### config.mk
export PLATFORM = sky130hd
export DESIGN_NAME = lenu8_dec
export DESIGN_NICKNAME = d
export VERILOG_FILES = /design/src/sv/lenu8_pkg.sv /design/src/sv/lenu8_dec.sv
export SDC_FILE = /design/constraint.sdc
export NUM_CORES = 1
export LEC_CHECK = 0
export ABC_AREA = 1
export BUFFER_PORTS_ARGS = -buffer_cell sky130_fd_sc_hd__buf_2
export CAP_MARGIN = 20
export CELL_PAD_IN_SITES_DETAIL_PLACEMENT = 0
export CELL_PAD_IN_SITES_GLOBAL_PLACEMENT = 1
export CORE_MARGIN = 2
export CORE_UTILIZATION = 36
export DETAILED_ROUTE_END_ITERATION = 16
export GPL_TIMING_DRIVEN = 0
export HOLD_SLACK_MARGIN = 0.12
export PLACE_DENSITY_LB_ADDON = 0.1
export SLEW_MARGIN = 0
export SYNTH_ARGS = -nofsm -noshare
export SYNTH_HDL_FRONTEND = slang
export SYNTH_SLANG_ARGS = --single-unit
### constraint.sdc
create_clock -name clk -period 4.4 [get_ports clk]
set_clock_uncertainty 0.05 [all_clocks]
set_input_delay 0.66 -clock clk [delete_from_list [all_inputs] [get_ports clk]]
set_output_delay 0.66 -clock clk [all_outputs]
set_load 0.02 [all_outputs]
### src/sv/lenu8_pkg.sv
// types, constants and helpers shared by the lenient utf-8 decoder
// no dependencies; imported by the interfaces, the decode core and the top level
`default_nettype none

package lenu8_pkg;

  localparam int CODE_BITS = 32;   // width of the code point kept internally
  localparam int CP_W      = 32;   // width of the code point on the result port

  localparam logic [7:0] ASCII_LIMIT = 8'd128;
  localparam logic [7:0] PAYLOAD_MASK = 8'h7F;
  localparam int         CONT_BITS = 6;

  typedef logic [CODE_BITS-1:0] code_t;
  typedef logic [2:0]           pend_t;

  typedef struct packed {
    logic [CP_W-1:0] code_point;
    logic            terminator;
  } result_t;

  // results produced by one request: count is 0, 1 or 2
  typedef struct packed {
    logic [1:0] count;
    result_t    first;
    result_t    second;
  } dec_res_t;

  // truncate or zero-extend the internal value to the port width
  function automatic logic [CP_W-1:0] cp_trunc(input code_t v);
    logic [63:0] w;
    w = 64'(v);
    return w[CP_W-1:0];
  endfunction

  // number of leading one bits of a byte, 0..8
  function automatic logic [3:0] lead_ones(input logic [7:0] b);
    logic [3:0] n;
    logic       run;
    n   = 4'd0;
    run = 1'b1;
    for (int i = 7; i >= 0; i--) begin
      if (run && b[i]) begin
        n = n + 4'd1;
      end else begin
        run = 1'b0;
      end
    end
    return n;
  endfunction

endpackage

`default_nettype wire

### src/sv/lenu8_dec.sv
// decode core: sequence state and the results of one byte request
// depends on lenu8_pkg
`default_nettype none

module lenu8_dec import lenu8_pkg::*; (
  input  wire logic       clk,
  input  wire logic       rst_n,
  input  wire logic       fire,
  input  wire logic [7:0] byte_value,
  input  wire logic       end_of_text,
  output dec_res_t        res,
  output logic            pending_zero
);

  pend_t pending_r, pending_nxt;
  code_t partial_r, partial_nxt;

  logic [3:0] n_ones;
  logic [7:0] payload;
  code_t      shifted;
  pend_t      pend_dec;
  result_t    part_res;
  result_t    byte_res;

  always_comb begin
    n_ones   = lead_ones(byte_value);
    payload  = (n_ones >= 4'd8) ? 8'd0 : (byte_value & (PAYLOAD_MASK >> n_ones));
    shifted  = code_t'({partial_r, byte_value[CONT_BITS-1:0]});
    pend_dec = pending_r - 3'd1;

    part_res.code_point = cp_trunc(partial_r);
    part_res.terminator = 1'b0;
    byte_res.code_point = CP_W'(byte_value);
    byte_res.terminator = 1'b0;

    res          = '0;
    pending_nxt  = pending_r;
    partial_nxt  = partial_r;

    if (end_of_text) begin
      // flush a partial value, then the closing zero
      if (pending_r != '0) begin
        res.count  = 2'd2;
        res.first  = part_res;
        res.second = '{code_point: '0, terminator: 1'b1};
      end else begin
        res.count = 2'd1;
        res.first = '{code_point: '0, terminator: 1'b1};
      end
      pending_nxt = '0;
      partial_nxt = '0;
    end else if (byte_value < ASCII_LIMIT) begin
      if (pending_r != '0) begin
        res.count  = 2'd2;
        res.first  = part_res;
        res.second = byte_res;
      end else begin
        res.count = 2'd1;
        res.first = byte_res;
      end
      pending_nxt = '0;
      partial_nxt = '0;
    end else if (pending_r != '0) begin
      // any high byte counts as a continuation here
      pending_nxt = pend_dec;
      if (pend_dec == '0) begin
        res.count            = 2'd1;
        res.first.code_point = cp_trunc(shifted);
        partial_nxt          = '0;
      end else begin
        partial_nxt = shifted;
      end
    end else if (n_ones <= 4'd1) begin
      // lone continuation byte goes out at once
      res.count            = 2'd1;
      res.first.code_point = CP_W'(payload);
    end else begin
      partial_nxt = code_t'(payload);
      pending_nxt = pend_t'(n_ones - 4'd1);
    end
  end

  always_ff @(posedge clk) begin
    if (!rst_n) begin
      pending_r <= '0;
      partial_r <= '0;
    end else if (fire) begin
      pending_r <= pending_nxt;
      partial_r <= partial_nxt;
    end
  end

  assign pending_zero = (pending_r == '0);

endmodule

`default_nettype wire

=== Word-level counts from Yosys, hierarchy flattened ===
Index checks and enable logic that the tools add are counted.

* Flip-flop bits (word level): 35
* Word-level logic and storage cells: 63

* Add/subtract/negate cells: 9
* Muxes and demuxes: 35
* Equality and inequality tests: 1
* Shift operators: 1
* Reductions and logical operators: 11
* Bitwise operators: 1
* Order comparisons: 3

{| class="wikitable"
|+ Operators with widths
! cell !! number
|-
| $mux W32 || 5
|-
| $mux W34 || 3
|-
| $mux W35 || 2
|-
| $mux W68 || 1
|-
| $mux W33 || 2
|-
| $add A4 B1 Y4 const B || 6
|-
| $mux W4 || 6
|-
| $mux W3 || 4
|-
| $mux W1 || 9
|-
| $mux W9 || 1
|-
| $and A8 B8 Y8 || 1
|-
| $lt A8 B8 Y1 const B || 1
|-
| $mux W8 || 1
|-
| $shr A7 B4 Y8 const A || 1
|-
| $logic_and A1 B1 Y1 || 7
|-
| $logic_not A3 Y1 || 2
|-
| $sub A3 B1 Y3 const B || 2
|-
| $ge A4 B4 Y1 const B || 1
|-
| $le A4 B1 Y1 const B || 1
|-
| $ne A4 B4 Y1 const B || 1
|-
| $reduce_bool A3 Y1 || 1
|-
| $add A1 B1 Y2 const B || 1
|-
| $mux W2 || 1
|-
| $reduce_and A2 Y1 || 1
|}

=== Longest topological paths before layout ===
Gate-level depths: netlist (run 1).

* Depth in word-level cells: 22
* Depth in mapped cells: 24
* Mapped depth without buffers: 23

=== Least setup slack after synthesis (run 1) ===
Ideal clock, no wire load.

* Path type: in2out
* From: input byte_value[6]
* To: output res[35] (netlist name)
* Data arrival time: 3413 ps
* Setup slack: 277 ps
* Stages: 20
* Path buffers: 0
* Path through: inv_1 o21ai_0 inv_1 ha_1 nor2_1 nor2_1 ha_1 nor2_1 nand2_1 nand3_1 ha_1 nand2_1 nand2_1 inv_1 ha_1 or2_2 nand2_1 o21ai_0 o21ai_0 nand2_1

{| class="wikitable"
|+ RTL lines
! what !! RTL line !! text
|-
| from (decl) || lenu8_dec.sv:9 || <nowiki>input wire logic [7:0] byte_value,</nowiki>
|-
| to (decl) || lenu8_dec.sv:11 || <nowiki>output dec_res_t res,</nowiki>
|}

==> impl_metrics.env, run 1 <==
export IMPL_numCtsBuffers=5
export IMPL_critPathLaunch="byte_value[6]"
export IMPL_route_vias_total=3621
export IMPL_cts_max_path_buffers=2
export IMPL_worst_path_max_delay_cell="ha_1"
export IMPL_cts_root_buf="clkbuf_8"
export IMPL_drive_above_1_share=0.209
export IMPL_crit_end="res[40]"
export IMPL_drtAntennaViolNets=0
export IMPL_finalHoldViolCount=0
export IMPL_worstPathCellList="buf_4 > inv_2 > o21ai_4 > inv_2 > ha_1 > nor2_2 > nor2_1 > ha_1 > nand2_1 > nand3_2 > ha_4 > nand2_1 > nand2_2 > inv_2 > ha_2 > or2_4 > nand2_4 > nor2_4 > nand3_2 > nand2_1 > nand2_1 > nand2_2 > buf_6"
export IMPL_cap_violations=0
export IMPL_peakVddDrop_mv=0.148
export IMPL_r2r_start="pending_r[0]$_SDFFE_PN0P_"
export IMPL_ff2ff_setup_slack_ns=1.86
export IMPL_holdBufCountCts=0
export IMPL_core_region_area_um2=8260
export IMPL_r2r_end="partial_r[2]$_SDFFE_PN0P_"
export IMPL_timing_final_ws_setup_ns=0.186
export IMPL_leakage_uw=0.00186
export IMPL_first_pass_iters=6
export IMPL_die_area_um2=9350
export IMPL_max_freq_ghz=0.237
export IMPL_portBuffers=53
export IMPL_clock_sinks=35
export IMPL_min_period_ns=4.21
export IMPL_grt_pass1_wl_um=16300
export IMPL_overflow=0
export IMPL_worst_pin_slew_ns=0.692
export IMPL_critPathRequiredTime_ns=3.69
export IMPL_synth_cells=527
export IMPL_drv_slew=0
export IMPL_drtIter0Drc=239
export IMPL_r2r_cells=15
export IMPL_maxSlewHeadroom=0.537
export IMPL_clkTransAtPathRegs_ns=0.07
export IMPL_insertedDiodeCount=0
export IMPL_dp_hpwl_um=7770
export IMPL_fin_hold_ws_ns=0.435
export IMPL_clock_latency_ns=0.28
export IMPL_setup_viol=0
export IMPL_yosysUniqueCellTypes=33
export IMPL_slowest_delay_ns=0.29
export IMPL_drc=0
export IMPL_critPathMostFrequentCell="nand2_1"
export IMPL_cp_data_arrival_time_ns=3.50
export IMPL_gp_congestion=0.858
export IMPL_place_ws_ns=-0.546
export IMPL_grt_start_max_net_pins=11
export IMPL_grt_pass1_vias=3274
export IMPL_fin_nets=639
export IMPL_die_w_um=96.7
export IMPL_ios=81
export IMPL_cts_tree="done"
export IMPL_start_util=0.374
export IMPL_wl_per_cell_um=14.3
export IMPL_crit_type="in2out"
export IMPL_die_h_um=96.7
export IMPL_antenna_found_initial=0
export IMPL_ys_warn_count=0
export IMPL_syn_cell_area_um2=3090
export IMPL_ys_ff_latch=35
export IMPL_end_kind="primary output"
export IMPL_viasPerCell=5.02
export IMPL_critPathMaxFanout=5
export IMPL_status="finished, final reports clean"
export IMPL_p_per_area_nw_per_um2=261
export IMPL_cts_max_level=2
export IMPL_grtUsageTotal=0.212
export IMPL_drt_total_wl_um=10300
export IMPL_yosysSeqAreaShare=0.227
export IMPL_finalCritPeriodShare=0.958
export IMPL_rows=33
export IMPL_start_kind="input port"
export IMPL_hold_class="reg2reg"
export IMPL_area_growth_syn_to_layout_pct=22.9
export IMPL_synth_avg_cell_area_um2=5.87
==> logic make-up (layout without fill, tap and decap cells) <==
kind of cell | Yosys count | after routing | share of synthesized area
xor gates and xnor gates | 1 | 1 | 0.00283
DFF | 35 | 35 | 0.227
buffers and inverters | 99 | 165 | 0.157
other | 1 | 25 | 0.00121
AOI/OAI and AO/OA | 87 | 87 | 0.155
and+or+nand+nor | 293 | 293 | 0.413
adders and majority gates | 11 | 11 | 0.0445
==> routing by layer <==
layer | up-vias | share of wire | GRT usage
li1 | 1827 | - | -
met4 | 0 | 0.0071 | 0.0358
met3 | 6 | 0.059 | 0.0296
met1 | 1676 | 0.47 | 0.303
met5 | - | 0 | 0
met2 | 112 | 0.46 | 0.343
==> timing repair <==
action | CTS | global route
resized for setup | 12 | 14
pin swaps | 2 | 13
buffers inserted | 1 | 4
hold endpoints to repair | 0 | 0
setup endpoints to repair | 8 | 8
==> cell usage in the layout (no fill, tap or decap), types with 8 or more instances in the layout <==
cell and count:
nor2_1 121, nand2_1 88, buf_2 55, o21ai_0 51, nand3_1 48, inv_1 37, dfxtp_1 35, buf_4 33
conb_1 25, clkbuf_1 24, ha_1 9, nor3_1 8
==> flip-flops by register name (all words and copies together), names as in the netlist <==
register / cells
partial_r: 32
pending_r: 3
==> stage by stage <==
step / utilization / power, µW / TNS [ns] / area [µm²] / instances
floorplan: - / 614 / 0 / 3180 / 551
global placement: 0.433 / 718 / -3.58 / 3580 / 709
detailed placement: 0.433 / 719 / -3.76 / 3580 / 709
CTS: 0.450 / 984 / 0 / 3710 / 718
global route: 0.460 / 1060 / -0.0849 / 3800 / 722
finish: 0.460 / 993 / 0 / 3800 / 722
==> Yosys cell counts, drive strengths merged <==
| cell | instances | area share |
|---|---|---|
| nor2 | 129 | 0.17 |
| nand2 | 98 | 0.13 |
| o21ai | 58 | 0.094 |
| nand3 | 53 | 0.094 |
| inv | 42 | 0.051 |
| dfxtp | 35 | 0.23 |
| buf | 34 | 0.078 |
| clkbuf | 23 | 0.028 |
| ha | 11 | 0.045 |
| nor3 | 8 | 0.013 |
| o22ai | 7 | 0.014 |
| o31ai | 7 | 0.017 |
| a21oi | 6 | 0.0097 |
| a31oi | 5 | 0.010 |
| nand4 | 3 | 0.0061 |
| a21boi | 2 | 0.0049 |
| a22oi | 1 | 0.0024 |
| conb | 1 | 0.0012 |
| nor4 | 1 | 0.0020 |
| o21bai | 1 | 0.0024 |
| or2 | 1 | 0.0020 |
| xnor2 | 1 | 0.0028 |
==> where the power goes <==
| group | switching, µW | internal [µW] |
|---|---|---|
| sequential | 13.5 | 338 |
| combinational | 263 | 119 |
| clock | 117 | 143 |
==> how the worst min path moves through the flow <==
stage,from,end,slack [ns],cells past startpoint
finish,partial_r[26]$_SDFFE_PN0P_,partial_r[26]$_SDFFE_PN0P_,0.43,2
global route,partial_r[31]$_SDFFE_PN0P_,partial_r[31]$_SDFFE_PN0P_,0.47,2
CTS,partial_r[26]$_SDFFE_PN0P_,partial_r[26]$_SDFFE_PN0P_,0.44,2
detailed placement,partial_r[26]$_SDFFE_PN0P_,partial_r[26]$_SDFFE_PN0P_,0.42,2
global placement,partial_r[25]$_SDFFE_PN0P_,partial_r[25]$_SDFFE_PN0P_,0.41,2
floorplan,partial_r[23]$_SDFFE_PN0P_,partial_r[23]$_SDFFE_PN0P_,0.40,2
==> cell type report <==
type                       instances  area [µm²]
buffer                            57         328
clock buffer                       8         100
fill                             937        4460
inverter                          42         158
multi-input combinational        417        2070
sequential                        35         701
tap                              105         131
timing repair buffer              58         312
==> critical path, delay by kind of cell <==
kind | cells | cell delay (ns)
compound gates | 1 | 0.16
fa+ha+maj | 4 | 1.05
buf+inv | 5 | 0.40
simple gates | 13 | 1.22
(Power assumes the default switching activity.)
==> inputs of run 2 (changes only) <==
CORE_MARGIN = 3   (was 2)
==> impl_metrics.env, run 2 (synthesis results as in run 1) <==
export IMPL_status="finished, final reports clean"
export IMPL_cap_violations=0
export IMPL_cts_max_path_buffers=2
export IMPL_area_growth_syn_to_layout_pct=21.8
export IMPL_viasPerCell=5.04
export IMPL_ios=81
export IMPL_wl_met1_um=4980
export IMPL_die_w_um=98.7
export IMPL_gp_congestion=0.878
export IMPL_final_cell_mix="nor2_1 (121), nand2_1 (89), buf_2 (54)"
export IMPL_dp_hpwl_um=7890
export IMPL_die_h_um=98.7
export IMPL_drive_above_1_share=0.204
export IMPL_multi_input_area_um2=2050
export IMPL_holdBufCountCts=0
export IMPL_final_common_cell="nor2_1"
export IMPL_drtAntennaViolNets=0
export IMPL_critPathRequiredTime_ns=3.69
export IMPL_grtUsageTotal=0.216
export IMPL_fin_util=0.456
export IMPL_largest_reg_flops=32
export IMPL_portBuffers=53
export IMPL_numCtsBuffers=5
export IMPL_drtIter0Drc=235
export IMPL_min_period_ns=4.23
export IMPL_highest_layer="met4"
export IMPL_max_freq_ghz=0.236
export IMPL_grt_pass1_wl_um=17100
export IMPL_maxSlewHeadroom=0.554
export IMPL_nFillCells=934
export IMPL_setup_viol=0
export IMPL_die_area_um2=9740
export IMPL_overflow=0
export IMPL_route_vias_total=3642
export IMPL_top_register="partial_r"
export IMPL_insertedDiodeCount=0
export IMPL_place_ws_ns=-0.578
export IMPL_end_kind="primary output"
export IMPL_wl_per_cell_um=14.5
export IMPL_hold_class="reg2reg"
export IMPL_cts_max_level=2
export IMPL_clkTransAtPathRegs_ns=0.08
export IMPL_cp_data_arrival_time_ns=3.52
export IMPL_antenna_found_initial=0
export IMPL_clock_sinks=35
export IMPL_critPathMaxFanout=6
export IMPL_p_per_area_nw_per_um2=257
export IMPL_start_util=0.374
export IMPL_finalHoldViolCount=0
export IMPL_leakage_uw=0.00185
export IMPL_drt_total_wl_um=10500
export IMPL_grt_pass1_vias=3376
export IMPL_worst_pin_slew_ns=0.667
export IMPL_drv_slew=0
export IMPL_peakVddDrop_mv=0.136
export IMPL_crit_type="in2out"
export IMPL_met3_length_um=536
export IMPL_reg_largest_list="partial_r (32), pending_r (3)"
export IMPL_clock_latency_ns=0.29
export IMPL_rows=33
export IMPL_drc=0
export IMPL_seqCellArea_um2=701
export IMPL_wl_met2_um=4830
export IMPL_core_region_area_um2=8260
export IMPL_cts_root_buf="clkbuf_8"
export IMPL_fin_nets=640
export IMPL_start_kind="input port"
export IMPL_finalCritPeriodShare=0.961
export IMPL_cts_tree="done"
export IMPL_first_pass_iters=5
export IMPL_timing_final_ws_setup_ns=0.171
export IMPL_grt_start_max_net_pins=11
run 2: changes by cell type in the layout (fill, tap and decap cells not counted), sizes merged:
cell and change:
buf +1, clkbuf -1, clkinv +1
run 2: area by class of cell:
class / instances / area share
well taps: 105 / 0.0349
plain buffers: 57 / 0.0870
flip-flops and latches: 35 / 0.186
clock buffers: 7 / 0.0203
inverters: 42 / 0.0419
multi-input cells: 417 / 0.544
clock inverters: 1 / 0.00133
repair buffers: 59 / 0.0844
run 2: repair_timing:
action / CTS / global route
pin swaps: 2 / 8
endpoints found under the setup margin: 8 / 8
gates resized for setup: 11 / 9
setup buffers: 2 / 4
hold endpoints to repair: 0 / 0
run 2: path summary, 6_finish.rpt:
path	start	end	slack, ns	cells past startpoint
setup / recovery	byte_value[7]	res[66]	0.17	20
hold / removal	partial_r[3]$_SDFFE_PN0P_	partial_r[3]$_SDFFE_PN0P_	0.44	2
setup reg to reg	pending_r[0]$_SDFFE_PN0P_	partial_r[27]$_SDFFE_PN0P_	1.84	12
hold reg to reg	partial_r[3]$_SDFFE_PN0P_	partial_r[3]$_SDFFE_PN0P_	0.44	2
run 2: per-layer routing:
layer | GRT usage | vias up
met5 | 0 | -
met4 | 0.0578 | 0
met3 | 0.0318 | 18
met2 | 0.344 | 110
met1 | 0.305 | 1678
li1 | - | 1836
run 2: through the flow:
stage / hold slack, ns / total power, µW / instances / setup TNS, ns / cell area, µm²
global route: 0.468 / 1030 / 723 / -0.00117 / 3770
floorplan: 0.404 / 614 / 551 / 0 / 3180
finish: 0.438 / 967 / 723 / 0 / 3770
global placement: 0.412 / 719 / 709 / -3.62 / 3580
detailed placement: 0.425 / 721 / 709 / -4.70 / 3580
CTS: 0.440 / 957 / 719 / 0 / 3700
run 2: power breakdown:
group / internal (µW) / total [µW] / switching (µW)
registers: 338 / 351 / 13.4
logic: 118 / 382 / 264
clock network: 111 / 234 / 123
total: 568 / 967 / 400
run 2: worst max-delay path: stages:
cell and delay (ns):
buf_2 0.15, nand2_2 0.15, inv_1 0.07, ha_1 0.30, nor2_2 0.13, nor2_2 0.07, ha_1 0.28, nor2_1 0.11
nand2_1 0.07, nand3_2 0.10, ha_4 0.20, nand2_1 0.07, nand2_2 0.06, inv_2 0.07, ha_2 0.18, or2_4 0.15
nand2_4 0.07, buf_4 0.14, a22oi_1 0.22, buf_2 0.22
